File: config.mk
export PLATFORM = sky130hd
export DESIGN_NAME = dghd_ctrl
export DESIGN_NICKNAME = d
export VERILOG_FILES = /design/src/rtl/core/dghd_pkg.sv /design/src/rtl/core/dghd_ctrl.sv
export VERILOG_INCLUDE_DIRS = /design/src /design/src/rtl/core
export SDC_FILE = /design/constraint.sdc
export NUM_CORES = 1
export LEC_CHECK = 0
export BUFFER_PORTS_ARGS = -buffer_cell sky130_fd_sc_hd__buf_4
export CAP_MARGIN = 10
export CORE_MARGIN = 10
export CORE_UTILIZATION = 54
export CTS_BUF_LIST = sky130_fd_sc_hd__clkbuf_4 sky130_fd_sc_hd__clkbuf_8 sky130_fd_sc_hd__clkbuf_16
export DETAILED_ROUTE_END_ITERATION = 8
export GPL_ROUTABILITY_DRIVEN = 0
export GPL_TIMING_DRIVEN = 1
export PLACE_DENSITY = 0.82
export SETUP_SLACK_MARGIN = 0.5
export SLEW_MARGIN = 0
export SYNTH_ARGS = -nofsm -noshare
export SYNTH_HDL_FRONTEND = slang
export SYNTH_SLANG_ARGS = --single-unit
export TNS_END_PERCENT = 30
File: constraint.sdc
create_clock -name clk -period 3.5 [get_ports clk]
set_input_delay 0.525 -clock clk [delete_from_list [all_inputs] [get_ports clk]]
set_output_delay 0.525 -clock clk [all_outputs]
set_load 0.01 [all_outputs]
File: src/rtl/core/dual_gnss_heading_core_macros.svh
// ----------------------------------------------------------------------------
// dual gnss heading core assertion macros
// shared assertion wrappers, compiled out when NO_ASSERTIONS is set
// ----------------------------------------------------------------------------
`ifndef DUAL_GNSS_HEADING_CORE_MACROS_SVH
`define DUAL_GNSS_HEADING_CORE_MACROS_SVH
`ifndef NO_ASSERTIONS
// checked only out of reset
`define DGHD_ASSERT(lbl, prop) \
  lbl: assert property (@(posedge clk) disable iff (!rst_n) prop) \
    else $error("dghd assertion failed");
// checked at every edge, reset included
`define DGHD_ASSERT_ALWAYS(lbl, prop) \
  lbl: assert property (@(posedge clk) prop) \
    else $error("dghd reset check failed");
`else
`define DGHD_ASSERT(lbl, prop)
`define DGHD_ASSERT_ALWAYS(lbl, prop)
`endif
`endif

File: src/rtl/core/dghd_pkg.sv
// ----------------------------------------------------------------------------
// dghd_pkg
// types, constants and the cordic angle table of the dual gnss heading core
// ----------------------------------------------------------------------------
package dghd_pkg;

  localparam int CORDIC_STEPS   = 24;
  localparam int TRIG_FRAC_BITS = 30;

  localparam int LAT_W  = 31;
  localparam int LON_W  = 32;
  localparam int TIME_W = 48;
  localparam int SKEW_W = 24;
  localparam int OUT_W  = 16;

  localparam int CFG_IDX_W = 2;
  localparam logic [CFG_IDX_W-1:0] CFG_MAX_SKEW = 2'd0;
  localparam logic [CFG_IDX_W-1:0] CFG_REVERSE  = 2'd1;
  localparam logic [SKEW_W-1:0]    MAX_SKEW_RST = 24'd100000;

  // angles in 1e-7 degree
  localparam int ANG_W  = 34;
  // cordic x/y, trig results and scaled products
  localparam int XY_W   = TRIG_FRAC_BITS + 6;
  localparam int TRIG_W = TRIG_FRAC_BITS + 2;
  localparam int MAG_W  = TRIG_FRAC_BITS + 2;
  localparam int PROD_W = TRIG_FRAC_BITS + 3;

  localparam int QUO_W = 16;
  localparam int REM_W = 33;
  localparam int CNT_W = $clog2(CORDIC_STEPS);

  localparam logic signed [ANG_W-1:0] FULL_TURN    = 34'sd3600000000;
  localparam logic signed [ANG_W-1:0] HALF_TURN    = 34'sd1800000000;
  localparam logic signed [ANG_W-1:0] QUARTER_TURN = 34'sd900000000;

  // centidegree step 100000 = 32 * 3125; 3125 by reciprocal multiply
  localparam int CDEG_PRE_SHIFT  = 5;
  localparam int RECIP_W         = REM_W - CDEG_PRE_SHIFT;
  localparam int CDEG_POST_SHIFT = 39;
  localparam logic [RECIP_W-1:0] CDEG_RECIP = 28'd175921861;

  localparam logic [REM_W-1:0] ROUND_HALF = 33'd50000;
  localparam logic [QUO_W-1:0] CDEG_WRAP  = 16'd36000;

  localparam longint GAIN_Q40   = 64'sd667681663043;
  localparam int     GAIN_SHIFT = 40 - TRIG_FRAC_BITS;
  localparam int     GAIN_RND   = (GAIN_SHIFT > 0) ? GAIN_SHIFT - 1 : 0;
  localparam longint GAIN_VAL   = (GAIN_SHIFT > 0) ?
                                  ((GAIN_Q40 + (64'sd1 << GAIN_RND)) >>> GAIN_SHIFT) :
                                  GAIN_Q40;
  localparam logic signed [XY_W-1:0] CORDIC_GAIN = XY_W'(GAIN_VAL);

  typedef logic [1:0] trig_sel_t;
  localparam trig_sel_t TRG_REAR_LAT  = 2'd0;
  localparam trig_sel_t TRG_FRONT_LAT = 2'd1;
  localparam trig_sel_t TRG_DLON      = 2'd2;

  typedef logic [1:0] mul_sel_t;
  localparam mul_sel_t MUL_SD_CL2  = 2'd0;
  localparam mul_sel_t MUL_CL1_SL2 = 2'd1;
  localparam mul_sel_t MUL_SL1_CL2 = 2'd2;
  localparam mul_sel_t MUL_P3_CD   = 2'd3;

  typedef enum logic [3:0] {
    ST_IDLE,
    ST_CHECK,
    ST_ROT_LOAD,
    ST_ROT_RUN,
    ST_ROT_STORE,
    ST_MUL,
    ST_VEC_LOAD,
    ST_VEC_RUN,
    ST_FOLD_A,
    ST_FOLD_B,
    ST_DIV,
    ST_EMIT
  } state_t;

  typedef struct packed {
    logic             store_fix;
    logic             check;
    logic             rot_load;
    logic             vec_load;
    logic             cordic_step;
    logic             rot_store;
    logic             mul_step;
    logic             fold_a;
    logic             fold_b;
    logic             div_step;
    logic             emit;
    trig_sel_t        trig_sel;
    logic [CNT_W-1:0] step;
  } dghd_cmd_t;

  typedef struct packed {
    logic pair_ok;
    logic out_free;
  } dghd_sts_t;

  // atan(2^-i) in 1e-7 degree
  function automatic logic signed [ANG_W-1:0] atan_entry(input logic [4:0] idx);
    logic signed [ANG_W-1:0] v;
    case (idx)
      5'd0:  v = 34'sd450000000;
      5'd1:  v = 34'sd265650512;
      5'd2:  v = 34'sd140362435;
      5'd3:  v = 34'sd71250163;
      5'd4:  v = 34'sd35763344;
      5'd5:  v = 34'sd17899106;
      5'd6:  v = 34'sd8951737;
      5'd7:  v = 34'sd4476142;
      5'd8:  v = 34'sd2238105;
      5'd9:  v = 34'sd1119057;
      5'd10: v = 34'sd559529;
      5'd11: v = 34'sd279765;
      5'd12: v = 34'sd139882;
      5'd13: v = 34'sd69941;
      5'd14: v = 34'sd34971;
      5'd15: v = 34'sd17485;
      5'd16: v = 34'sd8743;
      5'd17: v = 34'sd4371;
      5'd18: v = 34'sd2186;
      5'd19: v = 34'sd1093;
      5'd20: v = 34'sd546;
      5'd21: v = 34'sd273;
      5'd22: v = 34'sd137;
      5'd23: v = 34'sd68;
      5'd24: v = 34'sd34;
      5'd25: v = 34'sd17;
      5'd26: v = 34'sd9;
      5'd27: v = 34'sd4;
      5'd28: v = 34'sd2;
      5'd29: v = 34'sd1;
      5'd30: v = 34'sd1;
      default: v = 34'sd0;
    endcase
    return v;
  endfunction

endpackage

File: src/rtl/core/dghd_ctrl.sv
// ----------------------------------------------------------------------------
// dghd_ctrl
// sequencer of the heading core: pairing check, cordic passes, divide, emit
// ----------------------------------------------------------------------------
`include "dual_gnss_heading_core_macros.svh"

module dghd_ctrl
  import dghd_pkg::*;
(
  input  logic      clk,
  input  logic      rst_n,
  input  logic      in_valid,
  output logic      in_stall,
  input  dghd_sts_t sts,
  output dghd_cmd_t cmd
);

  state_t           state_r, state_nxt;
  logic [CNT_W-1:0] cnt_r, cnt_nxt;
  trig_sel_t        sel_r, sel_nxt;
  logic             in_accept;

  assign in_stall  = (state_r != ST_IDLE);
  assign in_accept = in_valid & ~in_stall;

  always_ff @(posedge clk) begin
    if (!rst_n) begin
      state_r <= ST_IDLE;
      cnt_r   <= '0;
      sel_r   <= TRG_REAR_LAT;
    end else begin
      state_r <= state_nxt;
      cnt_r   <= cnt_nxt;
      sel_r   <= sel_nxt;
    end
  end

  always_comb begin
    state_nxt    = state_r;
    cnt_nxt      = cnt_r;
    sel_nxt      = sel_r;
    cmd          = '0;
    cmd.trig_sel = sel_r;
    cmd.step     = cnt_r;
    case (state_r)
      ST_IDLE: begin
        if (in_accept) begin
          cmd.store_fix = 1'b1;
          state_nxt     = ST_CHECK;
        end
      end
      ST_CHECK: begin
        cmd.check = 1'b1;
        sel_nxt   = TRG_REAR_LAT;
        state_nxt = sts.pair_ok ? ST_ROT_LOAD : ST_IDLE;
      end
      ST_ROT_LOAD: begin
        cmd.rot_load = 1'b1;
        cnt_nxt      = '0;
        state_nxt    = ST_ROT_RUN;
      end
      ST_ROT_RUN: begin
        cmd.cordic_step = 1'b1;
        if (cnt_r == CNT_W'(CORDIC_STEPS - 1)) begin
          state_nxt = ST_ROT_STORE;
        end else begin
          cnt_nxt = cnt_r + 1'b1;
        end
      end
      ST_ROT_STORE: begin
        cmd.rot_store = 1'b1;
        cnt_nxt       = '0;
        if (sel_r == TRG_DLON) begin
          state_nxt = ST_MUL;
        end else begin
          sel_nxt   = sel_r + 1'b1;
          state_nxt = ST_ROT_LOAD;
        end
      end
      ST_MUL: begin
        cmd.mul_step = 1'b1;
        if (cnt_r == CNT_W'(MUL_P3_CD)) begin
          state_nxt = ST_VEC_LOAD;
        end else begin
          cnt_nxt = cnt_r + 1'b1;
        end
      end
      ST_VEC_LOAD: begin
        cmd.vec_load = 1'b1;
        cnt_nxt      = '0;
        state_nxt    = ST_VEC_RUN;
      end
      ST_VEC_RUN: begin
        cmd.cordic_step = 1'b1;
        if (cnt_r == CNT_W'(CORDIC_STEPS - 1)) begin
          state_nxt = ST_FOLD_A;
        end else begin
          cnt_nxt = cnt_r + 1'b1;
        end
      end
      ST_FOLD_A: begin
        cmd.fold_a = 1'b1;
        state_nxt  = ST_FOLD_B;
      end
      ST_FOLD_B: begin
        cmd.fold_b = 1'b1;
        cnt_nxt    = '0;
        state_nxt  = ST_DIV;
      end
      ST_DIV: begin
        cmd.div_step = 1'b1;
        state_nxt    = ST_EMIT;
      end
      ST_EMIT: begin
        if (sts.out_free) begin
          cmd.emit  = 1'b1;
          state_nxt = ST_IDLE;
        end
      end
      default: begin
        state_nxt = ST_IDLE;
      end
    endcase
  end

  `DGHD_ASSERT(a_accept_to_check, in_accept |=> state_r == ST_CHECK)
  `DGHD_ASSERT(a_cnt_in_range,
    (state_r == ST_ROT_RUN || state_r == ST_VEC_RUN) |-> cnt_r < CNT_W'(CORDIC_STEPS))
  `DGHD_ASSERT(a_emit_done, (state_r == ST_EMIT && sts.out_free) |=> state_r == ST_IDLE)
  `DGHD_ASSERT_ALWAYS(a_reset_idle, !rst_n |=> state_r == ST_IDLE)

endmodule

==> results.cfg, run 1 <==
[outcome]
status = finished, final reports clean

[clock_tree]
cts_resized = 0
cts_buffer_depth = 2
numCtsBuffers = 3
cts_tree = built
cts_root_buffer = clkbuf_4
htreeDepth = 1
hold_buffers = 0
cts.sinks = 11
path_clk_slew_ns = 0.07
cts_setup_buffers = 0
insertion_delay_ns = 0.27

[power]
powerDensity_nw_per_um2 = 549
ir_drop_mv = 0.394
p_leak_nw = 0.442
fin_total_pwr_mw = 0.567
p_comb_share_pct = 46.2
share_seq_of_total_power_pct = 36.8
p_sw_mw = 0.245
clockPowerShare_pct = 17.0
p_sw_share_pct = 43.2
p_int_mw = 0.323

[place]
hpwl_um = 1610
portBuffers = 23
dp_slack_ns = 1.54
place_area_um2 = 1000

[sta]
timing.final.hold_violations = 0
rsz0062_at_grt = false
tns_ns = 0
min_period_ns = 2.33
drv_slew = 0
post-route-period-util_pct = 66.7
setup_slack_ns = 1.17
finalClockSkew_ns = 0.00338
fmax_mhz = 429
setup_viol = 0
maxSlewHeadroom_pct = 54.3
tightest_slew_ns = 0.685

[floorplanning]
die_h_um = 59.5
initial_utilization_pct = 56.6
io_pins = 24
die-area_um2 = 3540
rows = 14
die_w_um = 59.5
fp.coreArea_um2 = 1490

[cells_and_area]
final_nets = 134
drive_gt1_share_pct = 28.6
diodes = 0
postLayoutCellArea_um2 = 1030
layout_common_cells = 23 x buf_4, 12 x nor2_1, 11 x dfxtp_1
syn_to_final_growth_pct = 22.6
final_common_cell = buf_4

[critical_path]
crit_fanout = 22
endpoint_kind = output pin
worstPathRequired_ns = 2.97
reg2reg_from = state_r[0]
cpLargestDelayFamily = flip-flops
cpPeakStageDelay_ns = 0.77
r2r_cells = 4
arrival_ns = 1.81
r2r-end = cnt_r[3]
rrSetupSlack_ns = 1.55
worstSetupStartpointType = register
cp_num_buf_inv = 1
crit_path_top_delay_cell = dfxtp_1
path_cells = nand2b_1, nor2_1, buf_4
critical_path_class = reg -> out

[route]
drt_iter0_markers = 20
vias = 829
viasPerCell = 5.84
antenna_left = 0
routed_wirelength_um = 2190
dr.pass1.iters = 4
drc_errors = 0
wl_per_cell_um = 15.4

[logic_synthesis]
postSynthCellCount = 106
yosysSeqAreaShare_pct = 26.1
syn_avg_cell_area_um2 = 7.96
synth-seq-cells = 11
yosysTopAreaCellShare_pct = 26.1
yosysTopAreaCell = dfxtp_1
synth_area_um2 = 843
synth.area.top_cells = dfxtp_1 26%, mux2i_1 5.9%, nor3_1 5.3%, nor2_1 5.3%, nor3b_1 4.5%
mappedNetlistNets = 113
synth.lib_cells_used.distinct = 38
yosysWarnings = 0

[hold_path]
hold_depth = 2
hold_end = sel_r[0]
min_path_type = reg -> reg
worstHoldStart = sel_r[0]

[job]
max_cap_viol_count = 0

[global_route]
antenna_found_initial = 0
overflow = 0
grt_pass1_vias = 805
track_usage_pct = 12.9
grt_max_degree = 23
grt_pass1_wl_um = 3670
## how the worst max path moves through the flow
stage | cells past startpoint | from | to | slack [ns]
2_1_floorplan | 2 | state_r[3] | cmd[17] | 1.84
3_3_place_gp | 3 | state_r[0] | cmd[9] | 1.63
3_5_place_dp | 3 | state_r[0] | cmd[9] | 1.54
4_1_cts | 3 | state_r[0] | cmd[9] | 1.24
5_1_grt | 3 | state_r[0] | cmd[9] | 1.04
6_report | 3 | state_r[0] | cmd[9] | 1.17
## power by group through the flow
stage	sequential, mW	clock (mW)	combinational, mW
final	0.209	0.0966	0.262
after global routing	0.220	0.105	0.290
after CTS	0.206	0.0990	0.265
after detailed placement	0.209	0	0.264
after global placement	0.204	0	0.256
after floorplan	0.153	0	0.240
## worst reg2reg max path: stages, from the launching register on
cell and delay [ns]:
dfxtp_1 0.77, nand2b_1 0.22, o32ai_2 0.53, nor3b_1 0.25
o21a_1 0.13
## per-stage QoR
stage                     hold WS (ns)  cells  util [%]
after floorplan                  0.560    106         -
after global placement           0.542    138      67.4
after detailed placement         0.560    138      67.4
after CTS                        0.570    142      69.4
after global routing             0.581    142      69.4
final                            0.571    142      69.4
## layout make-up
cell class                      count  area, um2
Multi-Input combinational cell     85        579
Fill cell                         119        455
Sequential cell                    11        220
Timing Repair Buffer               23        173
Clock buffer                        4       30.0
Tap cell                           16       20.0
Inverter                            3       11.3
## cell usage after synthesis
| library cell | n |
|---|---|
| a21oi_1 | 2 |
| a22oi_2 | 1 |
| a31o_2 | 1 |
| a32o_1 | 1 |
| and3_1 | 1 |
| and4b_1 | 2 |
| and4bb_2 | 1 |
| buf_1 | 1 |
| buf_2 | 2 |
| buf_4 | 1 |
| clkbuf_1 | 3 |
| dfxtp_1 | 11 |
| ha_1 | 2 |
| inv_1 | 3 |
| mux2i_1 | 5 |
| nand2_1 | 7 |
| nand2_2 | 1 |
| nand2b_1 | 4 |
| nand3_1 | 3 |
| nand3b_1 | 2 |
| nor2_1 | 12 |
| nor2_2 | 1 |
| nor2b_1 | 5 |
| nor3_1 | 9 |
| nor3_2 | 1 |
| nor3b_1 | 5 |
| nor4_1 | 2 |
| nor4b_4 | 1 |
| o211a_1 | 1 |
| o211ai_1 | 2 |
| o21a_1 | 2 |
| o21ai_0 | 5 |
| o21ba_2 | 1 |
| o21bai_1 | 1 |
| o32ai_2 | 1 |
| or4_1 | 1 |
| or4b_1 | 1 |
| xor2_1 | 1 |
## sequential cells by signal (all words and copies together) (netlist names)
signal / flops
cnt_r: 5
state_r: 4
sel_r: 2
## kinds of logic (layout without fill, tap and decap cells)
family / count (synthesis) / in the layout / synth area share, %
compound gates: 18 / 18 / 16.6
xor+xnor: 1 / 1 / 1.04
fa+ha+maj: 2 / 2 / 2.97
buf+inv: 10 / 30 / 5.19
flops: 11 / 11 / 26.1
mux: 5 / 5 / 5.93
simple gates: 59 / 59 / 42.1
## routing by layer
metal  share of wire, %  global-route usage (%)  vias up
li1                   -                       -      423
met1                 43                    15.5      378
met2                 49                    20.8       26
met3                7.2                    4.94        2
met4               0.50                    3.21        0
met5                  0                       0        -
(Power assumes the default switching activity.)
==> inputs of run 2 (changes only) <==
CORE_UTILIZATION = 45   (was 54)
PLACE_DENSITY = 0.73   (was 0.82)
clock period = 2.1 ns   (was 3.5 ns; I/O delays follow)
==> results.cfg, run 2 (synthesis results as in run 1) <==
[route]
dr.pass1.iters = 4
vias = 910
wl_per_cell_um = 14.7
drc_errors = 0
drt_iter0_markers = 26
antenna_left = 0
routed_wirelength_um = 2410
viasPerCell = 5.55

[power]
p_sw_mw = 0.440
p_sw_share_pct = 41.8
ir_drop_mv = 0.479
p_int_mw = 0.612
share_seq_of_total_power_pct = 28.0
powerDensity_nw_per_um2 = 872
clockPowerShare_pct = 15.3
fin_total_pwr_mw = 1.05
p_comb_share_pct = 56.6
p_leak_nw = 0.520

[cells_and_area]
final_nets = 147
largest_reg_flops = 5
final_common_cell = buf_4
layout_common_cells = 36 x buf_4, 10 x nor2_1, 8 x nor3_1
diodes = 0
reg_top3 = cnt_r x5, state_r x4, sel_r x2
syn_to_final_growth_pct = 43.2
drive_gt1_share_pct = 44.6
postLayoutCellArea_um2 = 1210
largest_register = cnt_r

[sta]
timing.final.hold_violations = 0
drv_slew = 0
maxSlewHeadroom_pct = 74.2
min_period_ns = 1.71
tightest_slew_ns = 0.383
rsz0062_at_grt = true
setup_slack_ns = 0.388
post-route-period-util_pct = 81.5
setup_viol = 0
fmax_mhz = 584
tns_ns = 0
finalClockSkew_ns = 0.00557

[global_route]
track_usage_pct = 11.1
grt_pass1_wl_um = 3750
grt_max_degree = 17
grt_pass1_vias = 783
antenna_found_initial = 0
overflow = 0

[critical_path]
worstPathRequired_ns = 1.78
path_cells = or4_4, nor2_2, buf_4
cpPeakStageDelay_ns = 0.55
crit_fanout = 5
crit_path_top_delay_cell = or4_4
arrival_ns = 1.40
endpoint_kind = output pin
cp_num_buf_inv = 1
cpLargestDelayFamily = simple AND/OR/NAND/NOR gates
critical_path_class = reg -> out
worstSetupStartpointType = register

[clock_tree]
cts_buffer_depth = 2
cts.sinks = 11
cts_tree = built
hold_buffers = 0
numCtsBuffers = 3
path_clk_slew_ns = 0.08
htreeDepth = 1
insertion_delay_ns = 0.27
cts_root_buffer = clkbuf_4

[floorplanning]
die_w_um = 63.3
io_pins = 24
rows = 15
initial_utilization_pct = 48.3
die-area_um2 = 4010
die_h_um = 63.3
fp.coreArea_um2 = 1750

[place]
dp_slack_ns = 0.369
hpwl_um = 1630
portBuffers = 23
place_area_um2 = 1040

[job]
max_cap_viol_count = 0

[outcome]
status = finished, final reports clean

[hold_path]
min_path_type = in -> reg
run 2: routing by layer:
layer / track usage [%] / vias up / part of all wire, %
li1: - / 448 / -
met1: 14.9 / 432 / 46
met2: 15.5 / 26 / 46
met3: 4.59 / 4 / 7.4
met4: 3.28 / 0 / 1.0
met5: 0 / - / 0
run 2: power by group through the flow:
stage               Clock, mW  Sequential, mW  Combinational [mW]
floorplan                   0           0.255               0.403
global placement            0           0.291               0.516
detailed placement          0           0.295               0.522
CTS                     0.164           0.293               0.568
global route            0.171           0.301               0.667
finish                  0.162           0.295               0.596
run 2: timing repair:
action	CTS	global route
pin swaps	1	3
buffers inserted	7	3
endpoints found under the setup margin	19	16
resized for setup	8	12
run 2: final cells by class:
cell class / count / area, um2
Inverter: 3 / 11.3
Multi-Input combinational cell: 85 / 626
Timing Repair Buffer: 36 / 270
Tap cell: 25 / 31.3
Clock buffer: 4 / 30.0
Sequential cell: 11 / 239
Fill cell: 145 / 538
run 2: worst paths after layout:
check	depth (start not counted)	from	slack, ns	to
setup / recovery	3	state_r[3]	0.39	cmd[17]
hold / removal	2	rst_n	0.36	cnt_r[0]
setup reg to reg	5	state_r[3]	0.54	cnt_r[3]
hold reg to reg	2	sel_r[1]	0.55	sel_r[1]
run 2: through the flow:
stage | hold slack, ns | instances | util (%)
6_report | 0.357 | 164 | 69.2
3_5_place_dp | 0.543 | 150 | 59.4
2_1_floorplan | 0.467 | 106 | -
5_1_grt | 0.362 | 164 | 69.2
3_3_place_gp | 0.543 | 150 | 59.4
4_1_cts | 0.366 | 161 | 65.1
